$ cat src/srb_pkg.sv
`timescale 1ns / 1ps
`default_nettype none
// ----------------------------------------------------------------------------
// Retransmit buffer package
// Shared widths, request codes and the remainder unit status word.
// ----------------------------------------------------------------------------
package srb_pkg;

	// field widths
	localparam int SEQ_W     = 32;
	localparam int PAY_W     = 32;
	localparam int REQ_W     = 2;
	localparam int CAP_W     = 6;
	localparam int SLOTS_DEF = 32;

	// capacity register value after reset
	localparam logic [CAP_W-1:0] CAP_RESET = 6'd32;

	// request codes
	typedef enum logic [REQ_W-1:0] {
		REQ_PUSH  = 2'd0,
		REQ_PULL  = 2'd1,
		REQ_FLUSH = 2'd2,
		REQ_NOP   = 2'd3
	} req_t;

	// remainder unit status
	typedef struct packed {
		logic busy;
		logic done;
	} srb_mod_sts_t;

endpackage : srb_pkg
`default_nettype wire

$ cat src/srb_mod.sv
`timescale 1ns / 1ps
`default_nettype none
// ----------------------------------------------------------------------------
// Sequence remainder unit
// Bit-serial restoring remainder of a 32-bit sequence number by the slot
// count; one dividend bit per cycle, done pulses once all SEQ_W bits are in.
// ----------------------------------------------------------------------------
module srb_mod import srb_pkg::*; #(
	parameter int DIV_W = 6
) (
	input  wire logic             clk,
	input  wire logic             arst_n,
	input  wire logic             start,
	input  wire logic [SEQ_W-1:0] dividend,
	input  wire logic [DIV_W-1:0] divisor,
	output srb_mod_sts_t          sts,
	output logic      [DIV_W-1:0] rem
);

	localparam int STEP_W = $clog2(SEQ_W);

	logic [SEQ_W-1:0]  dvd_q;
	logic [DIV_W-1:0]  div_q;
	logic [DIV_W-1:0]  rem_q;
	logic [STEP_W-1:0] step_q;
	logic              busy_q;
	logic              done_q;
	logic [DIV_W:0]    trial;
	logic              trial_ge;
	logic [DIV_W-1:0]  rem_nx;

	// one restoring step: shift in the next bit, subtract if it fits
	always_comb begin
		trial    = {rem_q, dvd_q[SEQ_W-1]};
		trial_ge = (trial >= {1'b0, div_q});
		if (trial_ge) begin
			rem_nx = DIV_W'(trial - {1'b0, div_q});
		end else begin
			rem_nx = trial[DIV_W-1:0];
		end
	end

	// control
	always_ff @(posedge clk or negedge arst_n) begin
		if (!arst_n) begin
			busy_q <= 1'b0;
			done_q <= 1'b0;
			step_q <= '0;
		end else begin
			done_q <= 1'b0;
			if (start) begin
				busy_q <= 1'b1;
				step_q <= '0;
			end else if (busy_q) begin
				step_q <= step_q + 1'b1;
				if (step_q == STEP_W'(SEQ_W - 1)) begin
					busy_q <= 1'b0;
					done_q <= 1'b1;
				end
			end
		end
	end

	// datapath
	always_ff @(posedge clk) begin
		if (start) begin
			dvd_q <= dividend;
			div_q <= divisor;
			rem_q <= '0;
		end else if (busy_q) begin
			dvd_q <= {dvd_q[SEQ_W-2:0], 1'b0};
			rem_q <= rem_nx;
		end
	end

	assign sts.busy = busy_q;
	assign sts.done = done_q;
	assign rem      = rem_q;

endmodule : srb_mod
`default_nettype wire

$ cat src/sequence_retransmit_buffer_unit.sv
`timescale 1ns / 1ps
`default_nettype none
// ----------------------------------------------------------------------------
// Sequence retransmit buffer
// Ring of payload slots indexed by sequence number modulo the capacity in
// use, holding the window [oldest, next) with eviction, range pulls and flush.
// ----------------------------------------------------------------------------
// One request word is taken at a time. The slot index of a sequence number
// comes from a bit-serial remainder unit. A push checks the window; when it
// evicts old entries it first finds the oldest slot and clears the evicted
// slots, one per cycle, then takes the remainder for its own slot. A pull
// clamps its range, takes the remainder of its first sequence and walks the
// payload memory through its single read port, one slot per cycle, but each
// present entry and any output stall hold the walk. A pull whose clamped
// range is empty skips the remainder. A flush or an unused code completes in
// the idle state. Valid bits are flip-flops cleared by reset and flush, so no
// clearing pass is needed. A finished result waits in the output register
// while the next request word is accepted.
// ----------------------------------------------------------------------------
module sequence_retransmit_buffer_unit import srb_pkg::*; #(
	parameter int SLOTS = SLOTS_DEF
) (
	input  wire logic             clk,
	input  wire logic             arst_n,
	// capacity register
	input  wire logic             cfg_wr_en,
	input  wire logic [CAP_W-1:0] cfg_wr_data,
	// request channel
	input  wire logic             in_valid,
	output logic                  in_stall,
	input  wire logic [REQ_W-1:0] req_type,
	input  wire logic [SEQ_W-1:0] seq_num,
	input  wire logic [SEQ_W-1:0] range_end,
	input  wire logic [PAY_W-1:0] payload,
	// result channel
	output logic                  out_valid,
	input  wire logic             out_stall,
	output logic                  present,
	output logic      [SEQ_W-1:0] out_seq,
	output logic      [PAY_W-1:0] out_payload,
	output logic                  last
);

	localparam int CW = $clog2(SLOTS + 1);
	localparam int IW = (SLOTS > 1) ? $clog2(SLOTS) : 1;

	typedef enum logic [10:0] {
		ST_IDLE  = 11'b000_0000_0001,
		ST_PCHK  = 11'b000_0000_0010,
		ST_EVMOD = 11'b000_0000_0100,
		ST_EVICT = 11'b000_0000_1000,
		ST_PMOD  = 11'b000_0001_0000,
		ST_LCHK  = 11'b000_0010_0000,
		ST_LLEN  = 11'b000_0100_0000,
		ST_LMOD  = 11'b000_1000_0000,
		ST_WALK  = 11'b001_0000_0000,
		ST_RDATA = 11'b010_0000_0000,
		ST_LAST  = 11'b100_0000_0000
	} state_t;

	state_t            state_q;
	logic [CAP_W-1:0]  capacity_q;
	logic [CW-1:0]     cap_eff;

	// request latches
	logic [REQ_W-1:0]  req_q;
	logic [SEQ_W-1:0]  seq_q;
	logic [SEQ_W-1:0]  end_q;
	logic [PAY_W-1:0]  pay_q;

	// window marks and slot state
	logic [SEQ_W-1:0]  oldest_q;
	logic [SEQ_W-1:0]  next_q;
	logic [SLOTS-1:0]  valid_q;
	logic [PAY_W-1:0]  mem [SLOTS];
	logic [PAY_W-1:0]  rdata_q;

	// walker
	logic [IW-1:0]     walk_idx_q;
	logic [CW-1:0]     cnt_q;
	logic [IW-1:0]     walk_idx_nx;

	// held entry, emitted once the next one (or the end) is known
	logic              pend_vld_q;
	logic [SEQ_W-1:0]  pend_seq_q;
	logic [PAY_W-1:0]  pend_pay_q;

	// output register
	logic              out_valid_q;
	logic              present_q;
	logic [SEQ_W-1:0]  out_seq_q;
	logic [PAY_W-1:0]  out_pay_q;
	logic              last_q;
	logic              out_free;
	logic              out_load;
	logic              ld_present;
	logic [SEQ_W-1:0]  ld_seq;
	logic [PAY_W-1:0]  ld_pay;
	logic              ld_last;

	// push checks
	logic [SEQ_W-1:0]  span_diff;
	logic [SEQ_W:0]    span;
	logic [SEQ_W:0]    excess;
	logic              do_evict;
	logic [CW-1:0]     nclr;

	// pull length
	logic [SEQ_W-1:0]  len_diff;
	logic [CW-1:0]     len;

	// remainder unit
	logic              mod_start;
	logic [SEQ_W-1:0]  mod_dvd;
	srb_mod_sts_t      mod_sts;
	logic [CW-1:0]     mod_rem;
	logic [IW-1:0]     mod_idx;

	logic              in_acc;
	logic              walk_hit;

	// capacity clamp to 1..SLOTS
	always_comb begin
		if (capacity_q == '0) begin
			cap_eff = CW'(1);
		end else if (int'(capacity_q) > SLOTS) begin
			cap_eff = CW'(SLOTS);
		end else begin
			cap_eff = CW'(capacity_q);
		end
	end

	always_ff @(posedge clk or negedge arst_n) begin
		if (!arst_n) begin
			capacity_q <= CAP_RESET;
		end else if (cfg_wr_en) begin
			capacity_q <= cfg_wr_data;
		end
	end

	assign in_stall = (state_q != ST_IDLE);
	assign in_acc   = in_valid && !in_stall;

	// window span for a push
	always_comb begin
		span_diff = seq_q - oldest_q;
		span      = {1'b0, span_diff} + (SEQ_W+1)'(1);
		excess    = span - (SEQ_W+1)'(cap_eff);
		do_evict  = (span > (SEQ_W+1)'(cap_eff));
		if (excess < (SEQ_W+1)'(cap_eff)) begin
			nclr = excess[CW-1:0];
		end else begin
			nclr = cap_eff;
		end
	end

	// clamped pull length
	always_comb begin
		len_diff = end_q - seq_q;
		if (len_diff > SEQ_W'(cap_eff)) begin
			len = cap_eff;
		end else begin
			len = len_diff[CW-1:0];
		end
	end

	// ring increment of the walk index
	always_comb begin
		if ((CW'(walk_idx_q) + CW'(1)) == cap_eff) begin
			walk_idx_nx = '0;
		end else begin
			walk_idx_nx = IW'(walk_idx_q + 1'b1);
		end
	end

	assign walk_hit = valid_q[walk_idx_q];

	// remainder requests
	always_comb begin
		mod_start = 1'b0;
		mod_dvd   = seq_q;
		case (state_q)
			ST_PCHK: begin
				mod_start = (seq_q >= next_q);
				if (do_evict) begin
					mod_dvd = oldest_q;
				end
			end
			ST_EVICT: begin
				mod_start = (cnt_q == CW'(1));
			end
			ST_LLEN: begin
				mod_start = (seq_q < end_q);
			end
			default: begin
				mod_start = 1'b0;
			end
		endcase
	end

	srb_mod #(
		.DIV_W (CW)
	) u_mod (
		.clk      (clk),
		.arst_n   (arst_n),
		.start    (mod_start),
		.dividend (mod_dvd),
		.divisor  (cap_eff),
		.sts      (mod_sts),
		.rem      (mod_rem)
	);

	assign mod_idx = mod_rem[IW-1:0];

	// output register loading
	assign out_free = !out_valid_q || !out_stall;

	always_comb begin
		out_load   = 1'b0;
		ld_present = 1'b0;
		ld_seq     = '0;
		ld_pay     = '0;
		ld_last    = 1'b1;
		case (state_q)
			ST_RDATA: begin
				out_load   = pend_vld_q && out_free;
				ld_present = 1'b1;
				ld_seq     = pend_seq_q;
				ld_pay     = pend_pay_q;
				ld_last    = 1'b0;
			end
			ST_LAST: begin
				out_load = out_free;
				if (pend_vld_q) begin
					ld_present = 1'b1;
					ld_seq     = pend_seq_q;
					ld_pay     = pend_pay_q;
				end
			end
			default: begin
				out_load = 1'b0;
			end
		endcase
	end

	// sequencer
	always_ff @(posedge clk or negedge arst_n) begin
		if (!arst_n) begin
			state_q    <= ST_IDLE;
			oldest_q   <= '0;
			next_q     <= '0;
			valid_q    <= '0;
			pend_vld_q <= 1'b0;
		end else begin
			case (state_q)
				ST_IDLE: begin
					if (in_acc) begin
						case (req_type)
							REQ_PUSH: begin
								state_q <= ST_PCHK;
							end
							REQ_PULL: begin
								state_q <= ST_LCHK;
							end
							REQ_FLUSH: begin
								valid_q  <= '0;
								oldest_q <= '0;
								next_q   <= '0;
							end
							default: begin
								state_q <= ST_IDLE;
							end
						endcase
					end
				end
				ST_PCHK: begin
					if (seq_q < next_q) begin
						state_q <= ST_IDLE;
					end else if (do_evict) begin
						oldest_q <= oldest_q + excess[SEQ_W-1:0];
						state_q  <= ST_EVMOD;
					end else begin
						state_q <= ST_PMOD;
					end
				end
				ST_EVMOD: begin
					if (mod_sts.done) begin
						state_q <= ST_EVICT;
					end
				end
				ST_EVICT: begin
					valid_q[walk_idx_q] <= 1'b0;
					if (cnt_q == CW'(1)) begin
						state_q <= ST_PMOD;
					end
				end
				ST_PMOD: begin
					if (mod_sts.done) begin
						valid_q[mod_idx] <= 1'b1;
						next_q           <= seq_q + SEQ_W'(1);
						state_q          <= ST_IDLE;
					end
				end
				ST_LCHK: begin
					state_q <= ST_LLEN;
				end
				ST_LLEN: begin
					pend_vld_q <= 1'b0;
					if (seq_q < end_q) begin
						state_q <= ST_LMOD;
					end else begin
						state_q <= ST_LAST;
					end
				end
				ST_LMOD: begin
					if (mod_sts.done) begin
						state_q <= ST_WALK;
					end
				end
				ST_WALK: begin
					if (walk_hit) begin
						state_q <= ST_RDATA;
					end else if (cnt_q == CW'(1)) begin
						state_q <= ST_LAST;
					end
				end
				ST_RDATA: begin
					if (!pend_vld_q || out_free) begin
						pend_vld_q <= 1'b1;
						if (cnt_q == '0) begin
							state_q <= ST_LAST;
						end else begin
							state_q <= ST_WALK;
						end
					end
				end
				ST_LAST: begin
					if (out_free) begin
						state_q <= ST_IDLE;
					end
				end
				default: begin
					state_q <= ST_IDLE;
				end
			endcase
		end
	end

	// request and walk datapath
	always_ff @(posedge clk) begin
		case (state_q)
			ST_IDLE: begin
				if (in_acc) begin
					req_q <= req_type;
					seq_q <= seq_num;
					end_q <= range_end;
					pay_q <= payload;
				end
			end
			ST_PCHK: begin
				cnt_q <= nclr;
				// a push has no range end, so it tracks the evicted sequence
				end_q <= oldest_q;
			end
			ST_EVMOD: begin
				if (mod_sts.done) begin
					walk_idx_q <= mod_idx;
				end
			end
			ST_EVICT: begin
				// a sequence wrapping to zero always lands on slot zero
				if (&end_q) begin
					walk_idx_q <= '0;
				end else begin
					walk_idx_q <= walk_idx_nx;
				end
				end_q <= end_q + SEQ_W'(1);
				cnt_q <= cnt_q - CW'(1);
			end
			ST_LCHK: begin
				// clamp the range to the held window
				if (seq_q < oldest_q) begin
					seq_q <= oldest_q;
				end
				if (end_q > next_q) begin
					end_q <= next_q;
				end
			end
			ST_LLEN: begin
				cnt_q <= len;
			end
			ST_LMOD: begin
				if (mod_sts.done) begin
					walk_idx_q <= mod_idx;
				end
			end
			ST_WALK: begin
				cnt_q <= cnt_q - CW'(1);
				if (!walk_hit) begin
					walk_idx_q <= walk_idx_nx;
					seq_q      <= seq_q + SEQ_W'(1);
				end
			end
			ST_RDATA: begin
				if (!pend_vld_q || out_free) begin
					pend_seq_q <= seq_q;
					pend_pay_q <= rdata_q;
					walk_idx_q <= walk_idx_nx;
					seq_q      <= seq_q + SEQ_W'(1);
				end
			end
			default: begin
				cnt_q <= cnt_q;
			end
		endcase
	end

	// payload memory: one write port, one registered read port
	always_ff @(posedge clk) begin
		if ((state_q == ST_PMOD) && mod_sts.done && (req_q == REQ_PUSH)) begin
			mem[mod_idx] <= pay_q;
		end
	end

	always_ff @(posedge clk) begin
		if ((state_q == ST_WALK) && walk_hit) begin
			rdata_q <= mem[walk_idx_q];
		end
	end

	// result word register
	always_ff @(posedge clk or negedge arst_n) begin
		if (!arst_n) begin
			out_valid_q <= 1'b0;
		end else if (out_load) begin
			out_valid_q <= 1'b1;
		end else if (!out_stall) begin
			out_valid_q <= 1'b0;
		end
	end

	always_ff @(posedge clk) begin
		if (out_load) begin
			present_q <= ld_present;
			out_seq_q <= ld_seq;
			out_pay_q <= ld_pay;
			last_q    <= ld_last;
		end
	end

	assign out_valid   = out_valid_q;
	assign present     = present_q;
	assign out_seq     = out_seq_q;
	assign out_payload = out_pay_q;
	assign last        = last_q;

`ifndef ASSERT_OFF
	// a waiting result word is never overwritten
	a_no_overwrite: assert property (@(posedge clk) disable iff (!arst_n)
		out_load |-> !(out_valid_q && out_stall))
		else $error("result word overwritten while stalled");

	// the remainder unit is only started when free
	a_mod_free: assert property (@(posedge clk) disable iff (!arst_n)
		mod_start |-> !mod_sts.busy)
		else $error("remainder unit restarted while busy");

	// a remainder only arrives in a state that waits for it
	a_mod_done_wait: assert property (@(posedge clk) disable iff (!arst_n)
		mod_sts.done |-> (state_q == ST_EVMOD || state_q == ST_PMOD ||
			state_q == ST_LMOD))
		else $error("remainder arrived outside a wait state");

	// walk and eviction counts never run out mid-walk
	a_cnt_live: assert property (@(posedge clk) disable iff (!arst_n)
		(state_q == ST_EVICT || state_q == ST_WALK) |-> (cnt_q != '0))
		else $error("walk count exhausted inside walk");

	// walk index stays inside the ring in use
	a_idx_range: assert property (@(posedge clk) disable iff (!arst_n)
		(state_q == ST_WALK || state_q == ST_EVICT) |-> (CW'(walk_idx_q) < cap_eff))
		else $error("walk index outside capacity");
`endif

endmodule : sequence_retransmit_buffer_unit
`default_nettype wire

$ cat config.mk
export PLATFORM = sky130hd
export DESIGN_NAME = sequence_retransmit_buffer_unit
export DESIGN_NICKNAME = d
export VERILOG_FILES = /design/src/srb_pkg.sv /design/src/srb_mod.sv /design/src/sequence_retransmit_buffer_unit.sv
export SDC_FILE = /design/constraint.sdc
export NUM_CORES = 2
export LEC_CHECK = 0
export BUFFER_PORTS_ARGS = -buffer_cell sky130_fd_sc_hd__buf_2
export CAP_MARGIN = 20
export CORE_ASPECT_RATIO = 0.6
export CORE_UTILIZATION = 42
export DETAILED_ROUTE_END_ITERATION = 10
export GPL_ROUTABILITY_DRIVEN = 0
export HOLD_SLACK_MARGIN = 0.12
export PLACE_DENSITY = 0.56
export SLEW_MARGIN = 20
export SYNTH_ARGS = -nofsm -noshare
export SYNTH_HDL_FRONTEND = slang
export SYNTH_SLANG_ARGS = --single-unit
$ cat constraint.sdc
create_clock -name clk -period 8.45 [get_ports clk]
set_clock_uncertainty 0.05 [all_clocks]
set_input_delay 0.4225 -clock clk [delete_from_list [all_inputs] [get_ports clk]]
set_output_delay 0.4225 -clock clk [all_outputs]
set_load 0.005 [all_outputs]
==> metrics.cfg <==
[pwr]
vdd_drop_max_mv=0.2889
p_comb_share_pct=41.4
power_frac_clock_pct=22.9
seq_power_share_pct=35.7
switching_share_pct=40.26
total_power_mw=27.86
leakagePower_nw=25.55
p_per_area_nw_per_um2=366.9
netSwitchingPower_mw=11.22
p_int_mw=16.65

[cells_and_area]
area_growth_pct=14.70
layout-drive-gt1-share_pct=17.55
register_area_um2=43200
fillCellCount=13297
nets=5098
multi_input_area_um2=21980

[synth]
yosys.area_share.simple_pct=7.978
synthesis.area_um2=66200
synthCells=4455
synth_cell_type_count=95
synth-xor-area-share_pct=2.499
synth_edf_count=1333
seq_area_frac_synth_pct=65.26
yosys_warnings=0
synth_common_cells=edfxtp_1 (1333), nand2_1 (265), mux4_2 (264), nor2_1 (251), a21oi_1 (241)
synth_seq_cells=1461
synthMuxAreaShare_pct=9.477
yosysTopAreaCellShare_pct=60.47
synth_compound_area_share_pct=8.811
synthAdderAreaFrac_pct=3.818
syn_nets=4763
yosys.area.top_type=edfxtp_1
synth-async-reset-ratio_pct=8.350
yosysMostFrequentCell=edfxtp_1
synth_area_per_cell_um2=14.86
yosys-top-cells-area=edfxtp_1 (60%), mux4_2 (9.0%), dfrtp_1 (4.5%), ha_1 (3.7%), a21oi_1 (1.8%)
synth_top_family_by_area=multiplexers
synth_top_flop_cell=edfxtp_1

[critical_path]
r2r_cells=30
worstSetupPathType=flop to flop
max_stage_delay_ns=0.59
rr_endpoint=oldest_q[31]
crit_end=oldest_q[31]
crit_start=seq_q[0]
worst_setup_path_start_kind=flop
ff2ff_setup_slack_ns=0.47
critical_path_required_ns=9.10
endpoint_kind=flop
timing.critical_path.mode_cell=a21o_1
cp_data_arrival_time_ns=8.64
timing.rr.start=seq_q[0]
path_max_fanout=11
crit_path_top_delay_cell=or4_1

[sta]
fin_setup_tns_ns=0
relSlewSlack_pct=20.47
worst_slew_pin_slew_ns=1.184
fin_crit_ns=7.983
hold_violations=0
drv_slew=0
rsz0062_at_grt=no
max_freq_ghz=0.1253
finalCritPeriodShare_pct=94.47
setup_viol=0

[die]
die_y_um=309.5
die_w_um=514.5
fp.coreArea_um2=156000
die-area_um2=159300
std_cell_rows=112
start_util_pct=42.44
ios=177

[flow_run]
drv_cap=0

[route]
remaining_drc_errors=0
vias=41624
wl_um=199000
drt_pre_antenna_iters=6
wire_per_inst_um=28.35
first_iter_violations=5506
vias_per_cell=5.929
postRouteAntennaNets=0

[clock_network]
cts_tree=yes
path_clk_slew_ns=0.06
tritoncts_num_sinks=1461
root_buffer=clkbuf_16
clk_latency_ns=0.81
cts_inserted_buffers=142
h-tree-depth=4
cts_buffer_depth=3

[global_route]
grt_max_degree=104
overflow=0
grt_pass1_wl_um=283000
antenna_found_initial=13
grt.total_usage_pct=24.82
grt_pass1_vias=39589

[place]
hpwl_um=124100
io_buffers=176

[outcome]
outcome=completed

[hold_path]
min_path_type=input port to flop

-- power groups by stage --
stage,logic (mW),registers (mW),clock network [mW]
global route,12.6,10.0,6.76
global placement,11.0,10.1,0
detailed placement,11.1,10.1,0
floorplan,7.97,9.63,0
finish,11.5,9.95,6.37
CTS,11.2,9.94,6.48
-- metal layers --
metal  GRT usage, %  vias up  part of all wire (%)
met5              0        -                 0.041
met2          32.01     1967                    39
li1               -    18187                     -
met3          7.596      224                    11
met4          5.870       12                   1.8
met1          39.81    21234                    48
-- state kept, by name (all words and copies together) (netlist names), 11 cells and up --
register and flops:
u_mod.dvd_q 32, valid_q 32, pend_seq_q 32, end_q 32, next_q 32, state_q 11, mem 1024, seq_q 32
out_seq 32, pend_pay_q 32, out_payload 32, rdata_q 32, pay_q 32, oldest_q 32
-- cell families after synthesis --
family                   Yosys count
flip-flops                      1461
AND/OR/NAND/NOR                 1035
AO/OA/AOI/OAI                    898
buffers and inverters            378
multiplexers                     296
adder cells (fa/ha/maj)          199
XOR/XNOR                         188
-- layout by cell type, fill, tap and decap left out, types with 32 or more instances in the layout --
master,netlist,layout
a21o_1,40,40
a21oi_1,241,238
a222oi_1,32,32
a22oi_1,157,157
and2_1,79,78
buf_2,3,175
buf_4,1,103
clkbuf_16,0,145
dfrtp_1,120,120
dlygate4sd3_1,0,113
edfxtp_1,1333,1333
ha_1,194,194
inv_1,173,173
mux4_2,264,264
nand2_1,265,265
nand2b_1,43,43
nand3_1,58,57
nand4_1,82,82
nor2_1,251,216
nor2_4,0,35
nor2b_1,42,39
nor3_1,56,53
o21ai_0,179,178
o22ai_1,41,41
xnor2_1,131,130
xor2_1,56,56
-- worst max-delay path: cells and delay by family, from the launching register on --
| kind | cells | cell delay, ns |
|---|---|---|
| flops | 1 | 0.38 |
| xor+xnor | 3 | 0.75 |
| buf+inv | 3 | 0.36 |
| simple gates | 8 | 2.39 |
| compound gates | 13 | 2.99 |
| fa+ha+maj | 3 | 1.00 |
-- cell type report --
class | count | area share (%)
Sequential cell | 1461 | 56.90
Multi-Input combinational cell | 2616 | 28.94
Clock buffer | 169 | 4.924
Timing Repair Buffer | 396 | 3.755
Tap cell | 2109 | 3.475
Clock inverter | 90 | 1.129
Inverter | 173 | 0.8552
Antenna cell | 6 | 0.01977
-- stage by stage --
stage,setup WS (ns),instances,util (%),hold slack (ns),area (um^2)
2_1_floorplan,1.411,4455,-,0.07691,66200
3_3_place_gp,0.5307,6638,44.96,0.3538,70120
3_5_place_dp,0.4545,6639,44.97,0.3545,70140
4_1_cts,0.4183,7011,48.65,0.1291,75870
5_1_grt,0.03197,7018,48.68,0.1580,75930
6_report,0.4671,7020,48.68,0.1461,75930
-- timing repair --
action                                  4_1_cts  5_1_grt
gates resized for setup                       0        3
hold endpoints to repair                    180        0
buffers inserted                              0        1
hold buffers                                113        0
endpoints found under the setup margin        0        1
-- worst min-delay path by stage --
stage / start / endpoint / slack (ns) / cells after the start
global route: range_end[1] / end_q[1] / 0.16 / 3
CTS: range_end[1] / end_q[1] / 0.13 / 3
finish: range_end[1] / end_q[1] / 0.15 / 3
floorplan: arst_n / capacity_q[0] / 0.08 / 0
global placement: rdata_q[17] / pend_pay_q[17] / 0.35 / 0
detailed placement: rdata_q[25] / pend_pay_q[25] / 0.35 / 0
Power figures use the tool's default switching activity.
